$ cat config.mk
export PLATFORM = sky130hd
export DESIGN_NAME = radix_integer_to_symbols_core_flat
export DESIGN_NICKNAME = d
export VERILOG_FILES = /design/src/rtl/core/rits_pkg.sv /design/src/rtl/core/rits_if.sv /design/src/rtl/core/rits_alpha_check.sv /design/src/rtl/core/rits_divider.sv /design/src/rtl/core/radix_integer_to_symbols_core.sv /design/src/flat_wrapper.sv
export VERILOG_INCLUDE_DIRS = /design/src /design/src/rtl/core
export SDC_FILE = /design/constraint.sdc
export NUM_CORES = 1
export LEC_CHECK = 0
export BUFFER_PORTS_ARGS = -buffer_cell sky130_fd_sc_hd__buf_2
export CAP_MARGIN = 20
export CELL_PAD_IN_SITES_DETAIL_PLACEMENT = 0
export CELL_PAD_IN_SITES_GLOBAL_PLACEMENT = 1
export CORE_ASPECT_RATIO = 0.9
export CORE_MARGIN = 1
export CORE_UTILIZATION = 51
export DETAILED_ROUTE_END_ITERATION = 10
export PLACE_DENSITY = 0.89
export SLEW_MARGIN = 20
export SYNTH_ARGS = -nofsm -noshare
export SYNTH_HDL_FRONTEND = slang
export SYNTH_SLANG_ARGS = --single-unit
$ cat constraint.sdc
create_clock -name clk -period 4.5 [get_ports clk]
set_input_delay 0.675 -clock clk [delete_from_list [all_inputs] [get_ports clk]]
set_output_delay 0.675 -clock clk [all_outputs]
set_load 0.01 [all_outputs]
$ cat src/rtl/core/radix_integer_to_symbols_core_macros.svh
// Assertion macros shared by the radix conversion core.
`ifndef RADIX_INTEGER_TO_SYMBOLS_CORE_MACROS_SVH
`define RADIX_INTEGER_TO_SYMBOLS_CORE_MACROS_SVH

// Check that the consequent holds in the same cycle as the antecedent.
`define RITS_ASSERT_IMPL(label, clk, rst_n, ante, cons) \
	label: assert property (@(posedge clk) disable iff (!rst_n) (ante) |-> (cons)) \
		else $error("same-cycle check failed");

// Check that the consequent holds in the cycle after the antecedent.
`define RITS_ASSERT_NEXT(label, clk, rst_n, ante, cons) \
	label: assert property (@(posedge clk) disable iff (!rst_n) (ante) |=> (cons)) \
		else $error("next-cycle check failed");

`endif

$ cat src/rtl/core/rits_pkg.sv
// Shared constants, types and helpers of the radix conversion core.
package rits_pkg;

	// Fixed field widths
	localparam int VALUE_W     = 32;
	localparam int SYM_W       = 8;
	localparam int COUNT_W     = 5;
	localparam int DIGIT_W     = 4;
	localparam int ALPHA_SIZE  = 16;
	localparam int TAB_W       = ALPHA_SIZE * SYM_W;
	localparam int CFG_INDEX_W = 2;
	localparam int CFG_DATA_W  = 64;

	// Parameter defaults
	localparam int DEF_MAX_BASE   = 16;
	localparam int DEF_VALUE_BITS = 32;

	// Special symbol bytes
	localparam logic [SYM_W-1:0] PLUS_BYTE  = 8'h2B;
	localparam logic [SYM_W-1:0] MINUS_BYTE = 8'h2D;

	// Register indexes
	localparam logic [CFG_INDEX_W-1:0] REG_DIGIT_COUNT  = 2'd0;
	localparam logic [CFG_INDEX_W-1:0] REG_SYMBOLS_LOW  = 2'd1;
	localparam logic [CFG_INDEX_W-1:0] REG_SYMBOLS_HIGH = 2'd2;

	// Alphabet checker status
	typedef struct packed {
		logic done;
		logic ok;
	} check_stat_t;

	// Divider status
	typedef struct packed {
		logic               done;
		logic [DIGIT_W-1:0] rem;
	} div_stat_t;

	// Look up the symbol byte of one digit
	function automatic logic [SYM_W-1:0] sym_of(input logic [TAB_W-1:0] tab,
		input logic [DIGIT_W-1:0] d);
		return tab[{d, 3'b000} +: SYM_W];
	endfunction

endpackage

$ cat src/rtl/core/rits_if.sv
// Channel interfaces of the radix conversion core.

// Input item channel
interface rits_value_if import rits_pkg::*; ();
	logic               valid;
	logic               ready;
	logic [VALUE_W-1:0] value;

	modport source (output valid, output value, input ready);
	modport sink (input valid, input value, output ready);
endinterface

// Output symbol channel
interface rits_symbol_if import rits_pkg::*; ();
	logic             valid;
	logic             ready;
	logic [SYM_W-1:0] symbol;
	logic             last;
	logic             bad_base;

	modport source (output valid, output symbol, output last, output bad_base, input ready);
	modport sink (input valid, input symbol, input last, input bad_base, output ready);
endinterface

// Configuration write channel
interface rits_cfg_if import rits_pkg::*; ();
	logic                   valid;
	logic                   ready;
	logic [CFG_INDEX_W-1:0] index;
	logic [CFG_DATA_W-1:0]  data;

	modport source (output valid, output index, output data, input ready);
	modport sink (input valid, input index, input data, output ready);
endinterface

$ cat src/rtl/core/rits_alpha_check.sv
// Alphabet checker: walks the symbols in use, one symbol per cycle.
module rits_alpha_check import rits_pkg::*; #(
	parameter int MAX_BASE = DEF_MAX_BASE
) (
	input  logic               clk,
	input  logic               arst_n,
	input  logic               start,
	input  logic [COUNT_W-1:0] digit_count,
	input  logic [TAB_W-1:0]   sym_tab,
	output check_stat_t        stat
);

	logic               busy_q;
	logic               done_q;
	logic               ok_q;
	logic [DIGIT_W-1:0] idx_q;
	logic [SYM_W-1:0]   cur_sym;
	logic               hit;
	logic               count_bad;
	logic               at_end;

	// Compare the current symbol with the sign bytes and every earlier symbol
	always_comb begin
		cur_sym = sym_of(sym_tab, idx_q);
		hit = (cur_sym == PLUS_BYTE) || (cur_sym == MINUS_BYTE);
		for (int j = 0; j < ALPHA_SIZE; j++) begin
			if ((DIGIT_W'(j) < idx_q) && (sym_of(sym_tab, DIGIT_W'(j)) == cur_sym)) begin
				hit = 1'b1;
			end
		end
	end

	assign count_bad = (digit_count < COUNT_W'(2)) || (digit_count > COUNT_W'(MAX_BASE));
	assign at_end    = ({1'b0, idx_q} == (digit_count - COUNT_W'(1)));

	// Step through the alphabet
	always_ff @(posedge clk or negedge arst_n) begin
		if (!arst_n) begin
			busy_q <= 1'b0;
			done_q <= 1'b0;
			ok_q   <= 1'b0;
			idx_q  <= '0;
		end else begin
			done_q <= 1'b0;
			if (start) begin
				idx_q <= '0;
				if (count_bad) begin
					busy_q <= 1'b0;
					done_q <= 1'b1;
					ok_q   <= 1'b0;
				end else begin
					busy_q <= 1'b1;
				end
			end else if (busy_q) begin
				if (hit) begin
					busy_q <= 1'b0;
					done_q <= 1'b1;
					ok_q   <= 1'b0;
				end else if (at_end) begin
					busy_q <= 1'b0;
					done_q <= 1'b1;
					ok_q   <= 1'b1;
				end else begin
					idx_q <= idx_q + DIGIT_W'(1);
				end
			end
		end
	end

	assign stat.done = done_q;
	assign stat.ok   = ok_q;

endmodule

$ cat src/rtl/core/rits_divider.sv
// Restoring divider by the base, one quotient bit per cycle.
module rits_divider import rits_pkg::*; #(
	parameter int W = DEF_VALUE_BITS
) (
	input  logic               clk,
	input  logic               arst_n,
	input  logic               start,
	input  logic [W-1:0]       dividend,
	input  logic [COUNT_W-1:0] divisor,
	output logic [W-1:0]       quotient,
	output div_stat_t          stat
);

	localparam int CW = $clog2(W + 1);

	logic [W-1:0]       quo_q;
	logic [DIGIT_W-1:0] rem_q;
	logic [COUNT_W-1:0] div_q;
	logic [CW-1:0]      cnt_q;
	logic               busy_q;
	logic               done_q;
	logic [COUNT_W-1:0] trial;
	logic [COUNT_W-1:0] diff;
	logic               fits;

	// Shift in the next dividend bit and try a subtract
	assign trial = {rem_q, quo_q[W-1]};
	assign diff  = trial - div_q;
	assign fits  = (trial >= div_q);

	// Payload shift registers
	always_ff @(posedge clk) begin
		if (start) begin
			quo_q <= dividend;
			rem_q <= '0;
			div_q <= divisor;
		end else if (busy_q) begin
			quo_q <= {quo_q[W-2:0], fits};
			rem_q <= fits ? diff[DIGIT_W-1:0] : trial[DIGIT_W-1:0];
		end
	end

	// Step counter
	always_ff @(posedge clk or negedge arst_n) begin
		if (!arst_n) begin
			busy_q <= 1'b0;
			done_q <= 1'b0;
			cnt_q  <= '0;
		end else begin
			done_q <= 1'b0;
			if (start) begin
				busy_q <= 1'b1;
				cnt_q  <= CW'(W);
			end else if (busy_q) begin
				cnt_q <= cnt_q - CW'(1);
				if (cnt_q == CW'(1)) begin
					busy_q <= 1'b0;
					done_q <= 1'b1;
				end
			end
		end
	end

	assign quotient  = quo_q;
	assign stat.done = done_q;
	assign stat.rem  = rem_q;

endmodule

$ cat src/rtl/core/radix_integer_to_symbols_core.sv
// Top level of the radix conversion core: registers, sequencer, digit stack, output.
// Converts each signed input value into symbol bytes, most significant digit
// first, with a leading '-' for negative values; an invalid alphabet gives one
// result flagged bad_base. One item is in work at a time. An item goes through
// the alphabet check, which looks at most at MAX_BASE symbols, then one pass of
// the shared restoring divider per digit, then a '-' for a negative value, and
// each symbol takes one stack read and one output load. Results wait in an
// output register, and a new item is taken while the last result of the
// previous one waits.
module radix_integer_to_symbols_core import rits_pkg::*; #(
	parameter int MAX_BASE   = DEF_MAX_BASE,
	parameter int VALUE_BITS = DEF_VALUE_BITS
) (
	input  logic           clk,
	input  logic           arst_n,
	rits_value_if.sink     item,
	rits_symbol_if.source  sym,
	rits_cfg_if.sink       cfg
);

	`include "radix_integer_to_symbols_core_macros.svh"

	localparam int VB          = VALUE_BITS;
	localparam int STACK_DEPTH = VALUE_BITS;
	localparam int AW          = $clog2(STACK_DEPTH);
	localparam int HB          = $clog2(STACK_DEPTH + 1);

	typedef enum logic [6:0] {
		ST_IDLE   = 7'b0000001,
		ST_CHECK  = 7'b0000010,
		ST_DIVIDE = 7'b0000100,
		ST_SIGN   = 7'b0001000,
		ST_FETCH  = 7'b0010000,
		ST_EMIT   = 7'b0100000,
		ST_BAD    = 7'b1000000
	} state_t;

	state_t             state_q;
	logic [COUNT_W-1:0] digit_count_q;
	logic [TAB_W-1:0]   sym_tab_q;
	logic               neg_q;
	logic [VB-1:0]      mag_q;
	logic [HB-1:0]      held_q;
	logic [HB-1:0]      held_inc;
	logic               out_vld_q;
	logic [SYM_W-1:0]   out_sym_q;
	logic               out_last_q;
	logic               out_bad_q;
	logic [DIGIT_W-1:0] stack_mem [STACK_DEPTH];
	logic [DIGIT_W-1:0] stack_rd_q;
	logic [AW-1:0]      stack_ra;

	logic               in_acc;
	logic               out_free;
	logic [VB-1:0]      raw;
	logic [VB-1:0]      raw_neg;
	check_stat_t        chk_stat;
	div_stat_t          div_stat;
	logic               div_start;
	logic [VB-1:0]      div_dividend;
	logic [VB-1:0]      div_quo;
	logic               more_digits;

	assign in_acc   = item.valid && item.ready;
	assign out_free = !out_vld_q || sym.ready;
	assign raw      = item.value[VB-1:0];
	assign raw_neg  = ~raw + VB'(1);
	assign held_inc = held_q + HB'(1);
	assign stack_ra = AW'(held_q - HB'(1));

	// Configuration registers
	assign cfg.ready = 1'b1;
	always_ff @(posedge clk or negedge arst_n) begin
		if (!arst_n) begin
			digit_count_q <= '0;
			sym_tab_q     <= '0;
		end else if (cfg.valid) begin
			case (cfg.index)
				REG_DIGIT_COUNT:  digit_count_q <= cfg.data[COUNT_W-1:0];
				REG_SYMBOLS_LOW:  sym_tab_q[CFG_DATA_W-1:0] <= cfg.data;
				REG_SYMBOLS_HIGH: sym_tab_q[TAB_W-1:CFG_DATA_W] <= cfg.data;
				default: ;
			endcase
		end
	end

	// Alphabet checker, started with each item
	rits_alpha_check #(
		.MAX_BASE(MAX_BASE)
	) u_check (
		.clk        (clk),
		.arst_n     (arst_n),
		.start      (in_acc),
		.digit_count(digit_count_q),
		.sym_tab    (sym_tab_q),
		.stat       (chk_stat)
	);

	// Shared divider: first pass on the magnitude, then on each quotient
	assign more_digits  = (div_quo != '0) && (held_inc < HB'(STACK_DEPTH));
	assign div_start    = ((state_q == ST_CHECK) && chk_stat.done && chk_stat.ok) ||
		((state_q == ST_DIVIDE) && div_stat.done && more_digits);
	assign div_dividend = (state_q == ST_CHECK) ? mag_q : div_quo;

	rits_divider #(
		.W(VB)
	) u_div (
		.clk     (clk),
		.arst_n  (arst_n),
		.start   (div_start),
		.dividend(div_dividend),
		.divisor (digit_count_q),
		.quotient(div_quo),
		.stat    (div_stat)
	);

	// Digit stack: push remainders, read back in reverse
	always_ff @(posedge clk) begin
		if ((state_q == ST_DIVIDE) && div_stat.done) begin
			stack_mem[held_q[AW-1:0]] <= div_stat.rem;
		end
		stack_rd_q <= stack_mem[stack_ra];
	end

	// Latch sign and magnitude of an accepted item
	always_ff @(posedge clk) begin
		if (in_acc) begin
			neg_q <= raw[VB-1];
			mag_q <= raw[VB-1] ? raw_neg : raw;
		end
	end

	// Sequencer
	always_ff @(posedge clk or negedge arst_n) begin
		if (!arst_n) begin
			state_q <= ST_IDLE;
			held_q  <= '0;
		end else begin
			case (state_q)
				ST_IDLE: begin
					if (in_acc) begin
						state_q <= ST_CHECK;
					end
				end
				ST_CHECK: begin
					if (chk_stat.done) begin
						held_q  <= '0;
						state_q <= chk_stat.ok ? ST_DIVIDE : ST_BAD;
					end
				end
				ST_DIVIDE: begin
					if (div_stat.done) begin
						held_q <= held_inc;
						if (!more_digits) begin
							state_q <= neg_q ? ST_SIGN : ST_FETCH;
						end
					end
				end
				ST_SIGN: begin
					if (out_free) begin
						state_q <= ST_FETCH;
					end
				end
				ST_FETCH: begin
					state_q <= ST_EMIT;
				end
				ST_EMIT: begin
					if (out_free) begin
						held_q  <= held_q - HB'(1);
						state_q <= (held_q == HB'(1)) ? ST_IDLE : ST_FETCH;
					end
				end
				ST_BAD: begin
					if (out_free) begin
						state_q <= ST_IDLE;
					end
				end
				default: begin
					state_q <= ST_IDLE;
				end
			endcase
		end
	end

	assign item.ready = (state_q == ST_IDLE);

	// Output register valid flag
	always_ff @(posedge clk or negedge arst_n) begin
		if (!arst_n) begin
			out_vld_q <= 1'b0;
		end else if (out_free && ((state_q == ST_SIGN) || (state_q == ST_EMIT) ||
			(state_q == ST_BAD))) begin
			out_vld_q <= 1'b1;
		end else if (sym.ready) begin
			out_vld_q <= 1'b0;
		end
	end

	// Output register payload
	always_ff @(posedge clk) begin
		if (out_free) begin
			case (state_q)
				ST_SIGN: begin
					out_sym_q  <= MINUS_BYTE;
					out_last_q <= 1'b0;
					out_bad_q  <= 1'b0;
				end
				ST_EMIT: begin
					out_sym_q  <= sym_of(sym_tab_q, stack_rd_q);
					out_last_q <= (held_q == HB'(1));
					out_bad_q  <= 1'b0;
				end
				ST_BAD: begin
					out_sym_q  <= '0;
					out_last_q <= 1'b1;
					out_bad_q  <= 1'b1;
				end
				default: ;
			endcase
		end
	end

	assign sym.valid    = out_vld_q;
	assign sym.symbol   = out_sym_q;
	assign sym.last     = out_last_q;
	assign sym.bad_base = out_bad_q;

	// Assertions
	`RITS_ASSERT_NEXT(a_accept_to_check, clk, arst_n, in_acc, state_q == ST_CHECK)
	`RITS_ASSERT_IMPL(a_bad_is_final, clk, arst_n, out_vld_q && out_bad_q, (out_sym_q == '0) && out_last_q)
	`RITS_ASSERT_IMPL(a_div_done_in_divide, clk, arst_n, div_stat.done, state_q == ST_DIVIDE)
	`RITS_ASSERT_IMPL(a_held_in_range, clk, arst_n, 1'b1, held_q <= HB'(STACK_DEPTH))

endmodule
$ cat src/flat_wrapper.sv
// flat-port wrapper written by rule: the top's interface ports become plain ports
module radix_integer_to_symbols_core_flat import rits_pkg::*;
#(
	parameter int MAX_BASE   = DEF_MAX_BASE,
	parameter int VALUE_BITS = DEF_VALUE_BITS
)
  (clk, arst_n, item_valid, item_value, item_ready, sym_valid, sym_symbol, sym_last, sym_bad_base, sym_ready, cfg_valid, cfg_index, cfg_data, cfg_ready);
  rits_value_if item_i ();
  rits_symbol_if sym_i ();
  rits_cfg_if cfg_i ();
  input  logic clk;
  input  logic arst_n;
  input wire logic [$bits(item_i.valid)-1:0] item_valid;
  input wire logic [$bits(item_i.value)-1:0] item_value;
  output wire logic [$bits(item_i.ready)-1:0] item_ready;
  output wire logic [$bits(sym_i.valid)-1:0] sym_valid;
  output wire logic [$bits(sym_i.symbol)-1:0] sym_symbol;
  output wire logic [$bits(sym_i.last)-1:0] sym_last;
  output wire logic [$bits(sym_i.bad_base)-1:0] sym_bad_base;
  input wire logic [$bits(sym_i.ready)-1:0] sym_ready;
  input wire logic [$bits(cfg_i.valid)-1:0] cfg_valid;
  input wire logic [$bits(cfg_i.index)-1:0] cfg_index;
  input wire logic [$bits(cfg_i.data)-1:0] cfg_data;
  output wire logic [$bits(cfg_i.ready)-1:0] cfg_ready;
  assign item_i.valid = item_valid;
  assign item_i.value = item_value;
  assign item_ready = item_i.ready;
  assign sym_valid = sym_i.valid;
  assign sym_symbol = sym_i.symbol;
  assign sym_last = sym_i.last;
  assign sym_bad_base = sym_i.bad_base;
  assign sym_i.ready = sym_ready;
  assign cfg_i.valid = cfg_valid;
  assign cfg_i.index = cfg_index;
  assign cfg_i.data = cfg_data;
  assign cfg_ready = cfg_i.ready;
  radix_integer_to_symbols_core #(.MAX_BASE(MAX_BASE), .VALUE_BITS(VALUE_BITS)) u_core (.clk(clk), .arst_n(arst_n), .item(item_i), .sym(sym_i), .cfg(cfg_i));
endmodule
* Yosys cells after proc, flatten, opt, wreduce, memory -nomap -nowiden *
Memory sizes are Yosys's and may differ from the RTL's. A register that Yosys moved wholly into a read port is not among the register bits.
Index checks and enable logic that the tools add are counted.

cells by class
  muxes and demuxes = 70
  bitwise operators = 1
  reduce and logical (&&, ||, !) cells = 50
  shift operators = 2
  add/sub/neg operators = 7
  eq/ne operators = 41
  magnitude comparators = 20

operator list
  cell                                                  number
  variable part select 128 x 8 -> 8 bit                 2
  equality test 8 bit                                   16
  two-way mux 32 bit                                    3
  two-way mux 7 bit                                     8
  one-hot mux 7 bit (7 select lines)                    1
  two-way mux 1 bit                                     41
  adder 32 x 1 -> 32 bit (second input constant)        1
  < comparator 4 bit (first input constant)             8
  inverter 32 bit                                       1
  nonzero test 32 bit                                   1
  two-way mux 31 bit                                    1
  two-way mux 6 bit                                     5
  one-hot mux 8 bit (3 select lines)                    1
  logical AND 1 bit                                     23
  two-way mux 4 bit                                     5
  one-hot mux 6 bit (3 select lines)                    1
  equality test 8 x 6 -> 1 bit (second input constant)  2
  < comparator 3 x 4 -> 1 bit (first input constant)    4
  equality test 6 x 1 -> 1 bit (second input constant)  2
  != test 2 bit (second input constant)                 6
  AND reduction 2 bit                                   6
  subtractor 6 x 1 -> 6 bit (second input constant)     2
  two-way mux 5 bit                                     2
  != test 2 x 1 -> 1 bit (second input constant)        5
  other kinds (31)                                      44

storage, ports and cells
  output and inout bits = 13
  memories = 1
  memory bits (writable) = 128
  input bits = 103
  register bits after elaboration = 246

memories
  memory            words  bits a word  read ports  clocked after memory_dff  wr ports  line                                 text
  u_core.stack_mem  32     4            1           1                         1         radix_integer_to_symbols_core.sv:49  logic [DIGIT_W-1:0] stack_mem [STACK_DEPTH];

* Longest topological paths before layout *
Gate-level depths: netlist (run 1).

  depth after elaboration = 22
  mapped depth = 15
  mapped depth without buffers = 12

* Modules after synthesis *
Synthesis (run 1) repeated with hierarchy kept, for this count alone.

second synthesis, totals
  cells, all modules = 1605
  area, all modules = 21094.0 um2

modules (own cells, without submodules)
  module                         instances  area each (um2)  seq. area each (um2)  cells each
  radix_integer_to_symbols_core  1          14536.4          8894.8                902
  rits_alpha_check               1          4246.6           175.2                 543
  rits_divider                   1          2311.0           1391.3                160

* Least setup slack after synthesis (run 1) *
Ideal clock, no wire load.

  path kind = flip-flop to flip-flop
  from = register u_core.held_q[3]
  to = register u_core.u_div.quo_q[0], in the netlist u_core.u_div.quotient[0] (enable)
  slack = 369 ps
  data required time = 4030 ps
  arrival = 3660 ps
  path buffers = 1
  cell stages (with the launch flop) = 9
  path through = dfrtp_1 clkbuf_1 inv_1 nor3_1 xnor2_1 o21ai_0 inv_1 nand3_1 a21boi_0

on the way
  longest elaborated chain between the ends = 7

ends and longest elaborated chain
  item                                                           line                                  text
  start, declared                                                radix_integer_to_symbols_core.sv:43   logic [HB-1:0] held_q;
  start signal, assigned                                         radix_integer_to_symbols_core.sv:153  held_q <= held_inc;
  start signal, assigned                                         radix_integer_to_symbols_core.sv:169  held_q <= held_q - HB'(1);
  adder 6 x 1 -> 6 bit *                                         radix_integer_to_symbols_core.sv:68   assign held_inc = held_q + HB'(1);
  < comparator 6 bit *                                           radix_integer_to_symbols_core.sv:100  assign more_digits = (div_quo != '0) && (held_inc < HB'(STACK_DEPTH));
  logical AND 1 bit *                                            radix_integer_to_symbols_core.sv:100
  logical AND 1 bit *                                            radix_integer_to_symbols_core.sv:102  ((state_q == ST_DIVIDE) && div_stat.done && more_digits);
  logical OR 1 bit *                                             radix_integer_to_symbols_core.sv:101  assign div_start = ((state_q == ST_CHECK) && chk_stat.done && chk_stat.ok) ||
  != test 2 bit (no line) or nonzero test 2 bit (tied branches)  -
  AND reduction 2 bit (no line) *                                -
  end signal, assigned                                           rits_divider.sv:34                    quo_q <= dividend;
  end signal, assigned                                           rits_divider.sv:38                    quo_q <= {quo_q[W-2:0], fits};
  end, declared                                                  rits_divider.sv:16                    logic [W-1:0] quo_q;

Every way passes the cells marked *; elsewhere a longest branch is shown, timed or not.
A chain may end at the register's enable or synchronous reset.

* Final worst setup path (run 1) *
  from = register u_core.u_check.idx_q[0]
  to = register u_core.u_check.idx_q[3]

on the way
  longest elaborated chain between the ends = 21

ends and longest elaborated chain
  item                                                                 line                                            text
  start, declared                                                      rits_alpha_check.sv:16                          logic [DIGIT_W-1:0] idx_q;
  start signal, assigned                                               rits_alpha_check.sv:64                          idx_q <= idx_q + DIGIT_W'(1);
  variable part select 128 x 8 -> 8 bit                                rits_pkg.sv:42                                  return tab[{d, 3'b000} +: SYM_W];
  equality test 8 x 6 -> 1 bit or equality test 8 bit (tied branches)  rits_alpha_check.sv:25, rits_alpha_check.sv:27
  logical OR 1 bit or logical AND 1 bit (tied branches)                rits_alpha_check.sv:25, rits_alpha_check.sv:27
  two-way mux 1 bit (16 in a row)                                      rits_alpha_check.sv:27                          if ((DIGIT_W'(j) < idx_q) && (sym_of(sym_tab, DIGIT_W'(j)) == cur_sym)) begin
  != test 2 x 1 -> 1 bit (no line)                                     -
  AND reduction 3 bit (no line)                                        -

Parallel ways exist; a longest one is shown, timed or not. The select of a mux whose other input is x is not followed.

==> results.json, run 1 <==
{
  "synthToLayoutAreaGrowth_pct": 12.0,
  "final_common_cell": "edfxtp_1",
  "dp_hpwl_um": 47400,
  "first_global_vias": 14900,
  "rrSetupSlack_ns": 0.30,
  "clock-sinks": 378,
  "core_um2": 40800,
  "path_cells": "nor2b_1 > a22o_1 > nor2_2 > a21boi_2 > a32oi_1 > nand4_1 > nand4_1 > a211oi_2 > nand4_4 > or3_1 > a21oi_1",
  "synthArstFlopShare": 0.429,
  "grt_overflow": 0,
  "final_util": 0.582,
  "synth_seq_area_share": 0.493,
  "reg2reg_to": "u_core.u_check.idx_q[3]$_DFFE_PN0P_",
  "grt_pass1_wl_um": 96500,
  "p_int_mw": 9.36,
  "drt_iter0_markers": 1823,
  "first_pass_iters": 7,
  "dieWidth_um": 217,
  "slew_headroom": 0.202,
  "yosys_most_used_dff": "edfxtp_1",
  "worstRegToRegCells": 11,
  "rr_startpoint": "u_core.u_check.idx_q[0]$_DFFE_PN0P_",
  "status": "complete, no violations",
  "antenna_found_initial": 0,
  "cts_tree": "yes",
  "synth_edf_count": 208,
  "io_pins": 116,
  "maxCapViolations": 0,
  "min_period_ns": 4.20,
  "gr-usage-all-layers": 0.309,
  "crit_slowest_cell": "nor2b_1",
  "grt_max_degree": 94,
  "power_frac_seq": 0.329,
  "post_route_cells_drive_above_1_share": 0.294,
  "rows": 70,
  "power_leakage_nw": 8.77,
  "numPortBuffers": 114,
  "switching_power_mw": 6.56,
  "ys_ff_latch": 378,
  "drt-total-wl_um": 63800,
  "drc": 0,
  "ir_worst_vdd_mv": 0.340,
  "ys_top_cells_by_area": "edfxtp_1 (29%), dfrtp_1 (19%), mux4_2 (9.6%)",
  "antennaDiodeCount": 0,
  "yosys_warnings": 0,
  "p_total_mw": 15.9,
  "hold_class": "in2async",
  "initial_core_util": 0.519,
  "via_count": 15300,
  "crit_arrival_ns": 4.67,
  "critPathKind": "reg2reg",
  "startpoint_type": "flop",
  "comb_power_share": 0.465,
  "cts_buffer_depth": 3,
  "crit_fanout": 12,
  "synthDistinctLibCells": 94,
  "endpoint_kind": "flop",
  "ant_nets": 0,
  "cts_resized": 0,
  "synth_top_cell_by_area": "edfxtp_1",
  "fillCellCount": 3324,
  "nets": 1890,
  "syn_area_um2": 21200,
  "synth_nets": 1772,
  "viasPerCell": 6.55,
  "slowest_delay_ns": 0.88,
  "die_y_um": 195,
  "finalHoldViolations": 0,
  "drv_slew": 0,
  "clk_latency_ns": 0.56,
  "syn_inst": 1652,
  "sw_frac_of_total": 0.412,
  "tns_ns": 0,
  "clkPwrFrac": 0.206,
  "setup_viol": 0,
  "powerDensity_nw_per_um2": 670,
  "crit_required_ns": 4.97,
  "hold_buffers": 0,
  "cts_setup_buffers": 0,
  "clockRootBuffer": "clkbuf_16",
  "finalClockSkew_ns": 0.0163,
  "dieArea_um2": 42400,
  "route.detailed.wl_per_inst_um": 27.3,
  "cp_num_buf_inv": 0,
  "mostFrequentLayoutCells": "edfxtp_1 (208), mux2_2 (178), dfrtp_1 (158)",
  "syn_avg_cell_area_um2": 12.8,
  "crit_path_frequent_cell": "nand4_1",
  "critical-path-top-delay-family": "simple AND/OR/NAND/NOR gates",
  "numCtsBuffers": 40,
  "fmax_mhz": 238,
  "clk_pin_slew_ns": 0.06,
  "period_share": 0.933,
  "netlist.area_leader.share": 0.295,
  "rsz0062_at_grt": "false",
  "h-tree-depth": 2,
  "tightestPinTransition_ns": 1.19,
  "gp_congestion": 1.04
}
==> final cells by class <==
type | instances | area [µm²] | area share
Clock buffer | 54 | 1070 | 0.0452
Clock inverter | 16 | 211 | 0.00890
Inverter | 42 | 158 | 0.00664
Multi-Input combinational cell | 1141 | 10100 | 0.427
Sequential cell | 378 | 10500 | 0.441
Tap cell | 540 | 676 | 0.0285
Timing Repair Buffer | 167 | 1020 | 0.0432
==> state kept, by name (all words and copies together), names as in the netlist, 4 cells and up <==
register and cells:
u_core.u_div.cnt_q 6, u_core.sym_tab_q 128, u_core.u_div.rem_q 4, u_core.stack_mem 128, u_core.stack_rd_q 4, u_core.u_div.quotient 32
u_core.held_q 6, u_core.mag_q 32, u_core.u_div.div_q 5, u_core.sym.symbol 8, u_core.digit_count_q 5, u_core.state_q 7
u_core.u_check.idx_q 4
==> cells by family (layout without fill, tap and decap cells) <==
group	after synthesis	count (layout)	share of synthesized area
AOI/OAI and AO/OA	267	267	0.0914
xor gates and xnor gates	153	153	0.0632
adders and majority gates	17	17	0.0104
buffers and inverters	133	279	0.0292
DFF	378	378	0.493
muxes	331	331	0.221
other	1	1	0.000177
and+or+nand+nor	372	372	0.0907
==> Yosys cell counts, types with 7 or more instances <==
master	n
nand3b_1	8
xor2_1	66
a21oi_1	38
buf_1	14
nand4_1	21
or4_1	11
and3_1	17
nor2b_1	7
nand2b_1	9
dfxtp_1	8
clkbuf_1	56
edfxtp_1	208
nor2_1	86
o31ai_1	16
mux2_2	178
a22o_1	10
nand2_1	77
o22ai_1	10
dfrtp_1	161
o21ai_0	54
xnor2_1	87
a21o_1	8
a31oi_1	12
a2111oi_0	7
o32ai_1	7
mux2i_1	60
nor4_1	14
o41ai_1	8
buf_2	7
mux4_2	90
nor3_1	28
or3_1	20
a211oi_1	16
inv_1	42
nand3_1	44
ha_1	16
==> power by group through the flow <==
| stage | clock network, mW | registers [mW] | logic [mW] |
|---|---|---|---|
| 2_1_floorplan | 0 | 4.84 | 5.08 |
| 3_3_place_gp | 0 | 5.23 | 7.13 |
| 3_5_place_dp | 0 | 5.25 | 7.18 |
| 4_1_cts | 3.33 | 5.19 | 7.25 |
| 5_1_grt | 3.44 | 5.29 | 7.79 |
| 6_report | 3.28 | 5.24 | 7.40 |
==> worst reg2reg max path, delay by kind of cell (launching register included) <==
kind	cells	cell delay, ns
AND/OR/NAND/NOR	6	2.02
AO/OA/AOI/OAI	5	1.57
flip-flops	1	0.54
==> through the flow <==
stage	std cells	cell area [µm²]	worst slack [ns]	hold slack (ns)
6_report	2338	23700	0.301	0.180
5_1_grt	2338	23700	0.127	0.267
4_1_cts	2338	23700	0.425	0.224
3_5_place_dp	2268	22500	0.440	0.498
3_3_place_gp	2268	22500	0.373	0.493
2_1_floorplan	1652	21200	0.369	0.379
==> how the worst max path moves through the flow <==
| stage | from | end | slack, ns | depth (start not counted) |
|---|---|---|---|---|
| 2_1_floorplan | u_core.held_q[3]$_DFFE_PN0P_ | u_core.u_div.quotient[0]$_DFFE_PP_ | 0.37 | 8 |
| 3_3_place_gp | u_core.u_check.idx_q[0]$_DFFE_PN0P_ | u_core.u_check.idx_q[3]$_DFFE_PN0P_ | 0.37 | 11 |
| 3_5_place_dp | u_core.u_check.idx_q[0]$_DFFE_PN0P_ | u_core.u_check.idx_q[3]$_DFFE_PN0P_ | 0.44 | 11 |
| 4_1_cts | u_core.u_check.idx_q[0]$_DFFE_PN0P_ | u_core.u_check.idx_q[3]$_DFFE_PN0P_ | 0.43 | 11 |
| 5_1_grt | u_core.u_check.idx_q[0]$_DFFE_PN0P_ | u_core.u_check.idx_q[3]$_DFFE_PN0P_ | 0.13 | 11 |
| 6_report | u_core.u_check.idx_q[0]$_DFFE_PN0P_ | u_core.u_check.idx_q[3]$_DFFE_PN0P_ | 0.30 | 11 |
==> routing by layer <==
| metal | track usage | wire [µm] | share of wire | up-vias |
|---|---|---|---|---|
| li1 | - | - | - | 6619 |
| met2 | 0.448 | 27500 | 0.43 | 809 |
| met3 | 0.0576 | 5790 | 0.091 | 130 |
| met1 | 0.465 | 28300 | 0.44 | 7762 |
| met5 | 0 | 0 | 0 | - |
| met4 | 0.105 | 2170 | 0.034 | 0 |
Power figures use the tool's default switching activity.
==> run 2: changes to the inputs <==
--- a/config.mk
+++ b/config.mk
@@ -12,9 +12,10 @@
 export CELL_PAD_IN_SITES_GLOBAL_PLACEMENT = 1
 export CORE_ASPECT_RATIO = 0.9
 export CORE_MARGIN = 1
-export CORE_UTILIZATION = 51
+export CORE_UTILIZATION = 55
 export DETAILED_ROUTE_END_ITERATION = 10
-export PLACE_DENSITY = 0.89
+export PLACE_DENSITY = 0.95
+export SKIP_CTS_REPAIR_TIMING = 1
 export SLEW_MARGIN = 20
 export SYNTH_ARGS = -nofsm -noshare
 export SYNTH_HDL_FRONTEND = slang
==> constraint.sdc (replaced) <==
create_clock -name clk -period 5.25 [get_ports clk]
set_input_delay 0.7875 -clock clk [delete_from_list [all_inputs] [get_ports clk]]
set_output_delay 0.7875 -clock clk [all_outputs]
set_load 0.01 [all_outputs]
==> run 2 against run 1 <==
  * Fmax shrank 8.7%
  * Final area decreased by 1.3%
  * Utilization up 4.1 points
  * Largest power group unchanged
==> results.json, run 2 (same netlist as run 1, synthesis figures left out) <==
{
  "status": "complete, no violations",
  "ir_worst_vdd_mv": 0.420,
  "worstRegToRegCells": 11,
  "power_frac_seq": 0.344,
  "sw_frac_of_total": 0.421,
  "rr_startpoint": "u_core.u_check.idx_q[1]$_DFFE_PN0P_",
  "dieArea_um2": 39300,
  "fin_ws_ns": 0.653,
  "critPathKind": "reg2reg",
  "setup_viol": 0,
  "clkPwrFrac": 0.201,
  "slew_headroom": 0.290,
  "drt-total-wl_um": 66000,
  "clk_latency_ns": 0.57,
  "crit_fanout": 65,
  "endpoint_kind": "flop",
  "cp_num_buf_inv": 0,
  "grt_max_degree": 85,
  "initial_core_util": 0.563,
  "numCtsBuffers": 38,
  "tns_ns": 0,
  "viasPerCell": 6.80,
  "h-tree-depth": 2,
  "route.detailed.wl_per_inst_um": 29.2,
  "cts_tree": "yes",
  "dp_hpwl_um": 47700,
  "fillCellCount": 2868,
  "comb_power_share": 0.454,
  "power_leakage_nw": 8.62,
  "grt_overflow": 0,
  "io_pins": 116,
  "die_y_um": 188,
  "path_cells": "mux4_1 > o22ai_1 > nor2_1 > xor2_1 > nor2_1 > and4_4 > a211o_1 > nor4_4 > nand4_4 > or3_1 > a21oi_1",
  "mostFrequentLayoutCells": "edfxtp_1 (208), mux2_2 (178), dfrtp_1 (158)",
  "fmax_mhz": 218,
  "crit_slowest_cell": "dfrtp_4",
  "cp_num_cells": 11,
  "antenna_found_initial": 4,
  "period_share": 0.876,
  "crit_required_ns": 5.74,
  "first_global_vias": 15000,
  "rsz0062_at_grt": "false",
  "finalClockSkew_ns": 0.0191,
  "slowest_delay_ns": 1.10,
  "clock-sinks": 378,
  "grt_pass1_wl_um": 97900,
  "m1WireLength_um": 28000,
  "cts_buffer_depth": 3,
  "crit_path_frequent_cell": "nor2_1",
  "gr-usage-all-layers": 0.340,
  "rrSetupSlack_ns": 0.65,
  "top_layer": "met5",
  "wl_met2_um": 28800,
  "min_period_ns": 4.60,
  "clk_pin_slew_ns": 0.06,
  "nets": 1863,
  "final_common_cell": "edfxtp_1",
  "core_um2": 37600,
  "maxCapViolations": 0,
  "crit_arrival_ns": 5.09,
  "post_route_cells_drive_above_1_share": 0.285,
  "place_ws_ns": 0.828,
  "reg2reg_to": "u_core.u_check.idx_q[3]$_DFFE_PN0P_",
  "tightestPinTransition_ns": 1.06,
  "first_pass_iters": 6,
  "drv_slew": 0,
  "rows": 67,
  "p_int_mw": 7.81,
  "powerDensity_nw_per_um2": 576,
  "drt_iter0_markers": 1737,
  "numPortBuffers": 114,
  "via_count": 15400,
  "finalHoldViolations": 0,
  "critical-path-top-delay-family": "simple AND/OR/NAND/NOR gates",
  "dr_wl_met3_um": 7180,
  "drc": 0,
  "dieWidth_um": 209,
  "switching_power_mw": 5.69,
  "ant_nets": 0,
  "synthToLayoutAreaGrowth_pct": 10.5,
  "gp_congestion": 1.04,
  "clockRootBuffer": "clkbuf_16",
  "hold_class": "in2async",
  "startpoint_type": "flop"
}
## run 2: worst max-delay path by stage
stage	from	end	slack, ns
floorplan	u_core.held_q[3]$_DFFE_PN0P_	u_core.u_div.quotient[0]$_DFFE_PP_	1.12
global placement	u_core.u_check.idx_q[1]$_DFFE_PN0P_	u_core.u_check.idx_q[3]$_DFFE_PN0P_	0.83
detailed placement	u_core.u_check.idx_q[1]$_DFFE_PN0P_	u_core.u_check.idx_q[3]$_DFFE_PN0P_	0.83
CTS	u_core.u_check.idx_q[1]$_DFFE_PN0P_	u_core.u_check.idx_q[3]$_DFFE_PN0P_	0.82
global route	u_core.u_check.idx_q[1]$_DFFE_PN0P_	u_core.u_check.idx_q[3]$_DFFE_PN0P_	0.63
finish	u_core.u_check.idx_q[1]$_DFFE_PN0P_	u_core.u_check.idx_q[3]$_DFFE_PN0P_	0.65
## run 2: power by group through the flow
| stage | combinational (mW) | clock [mW] | sequential, mW |
|---|---|---|---|
| floorplan | 4.35 | 0 | 4.15 |
| global placement | 5.88 | 0 | 4.62 |
| finish | 6.13 | 2.72 | 4.65 |
| detailed placement | 5.94 | 0 | 4.65 |
| global route | 6.43 | 2.85 | 4.68 |
| CTS | 5.98 | 2.75 | 4.59 |
## run 2: through the flow
stage	utilization	hold slack, ns	cells	total power [mW]	cell area, µm²
2_1_floorplan	-	0.461	1652	8.50	21200
3_3_place_gp	0.588	0.498	2185	10.5	22200
3_5_place_dp	0.589	0.503	2185	10.6	22200
4_1_cts	0.621	0.265	2255	13.3	23400
5_1_grt	0.622	0.299	2256	14.0	23400
6_report	0.622	0.240	2257	13.5	23400
## run 2: layer usage
layer | global-route usage | up-vias
li1 | - | 6543
met1 | 0.503 | 7814
met2 | 0.494 | 873
met3 | 0.0852 | 119
met4 | 0.105 | 2
met5 | 0 | -
## run 2: cell type report
| type | count | area (µm²) | area share |
|---|---|---|---|
| antenna | 1 | 2.50 | 0.000107 |
| inverter | 42 | 158 | 0.00673 |
| tap | 483 | 604 | 0.0258 |
| clock buffer | 53 | 1050 | 0.0448 |
| clock inverter | 17 | 190 | 0.00812 |
| sequential | 378 | 10500 | 0.447 |
| multi-input combinational | 1141 | 10100 | 0.433 |
| timing repair buffer | 142 | 812 | 0.0347 |
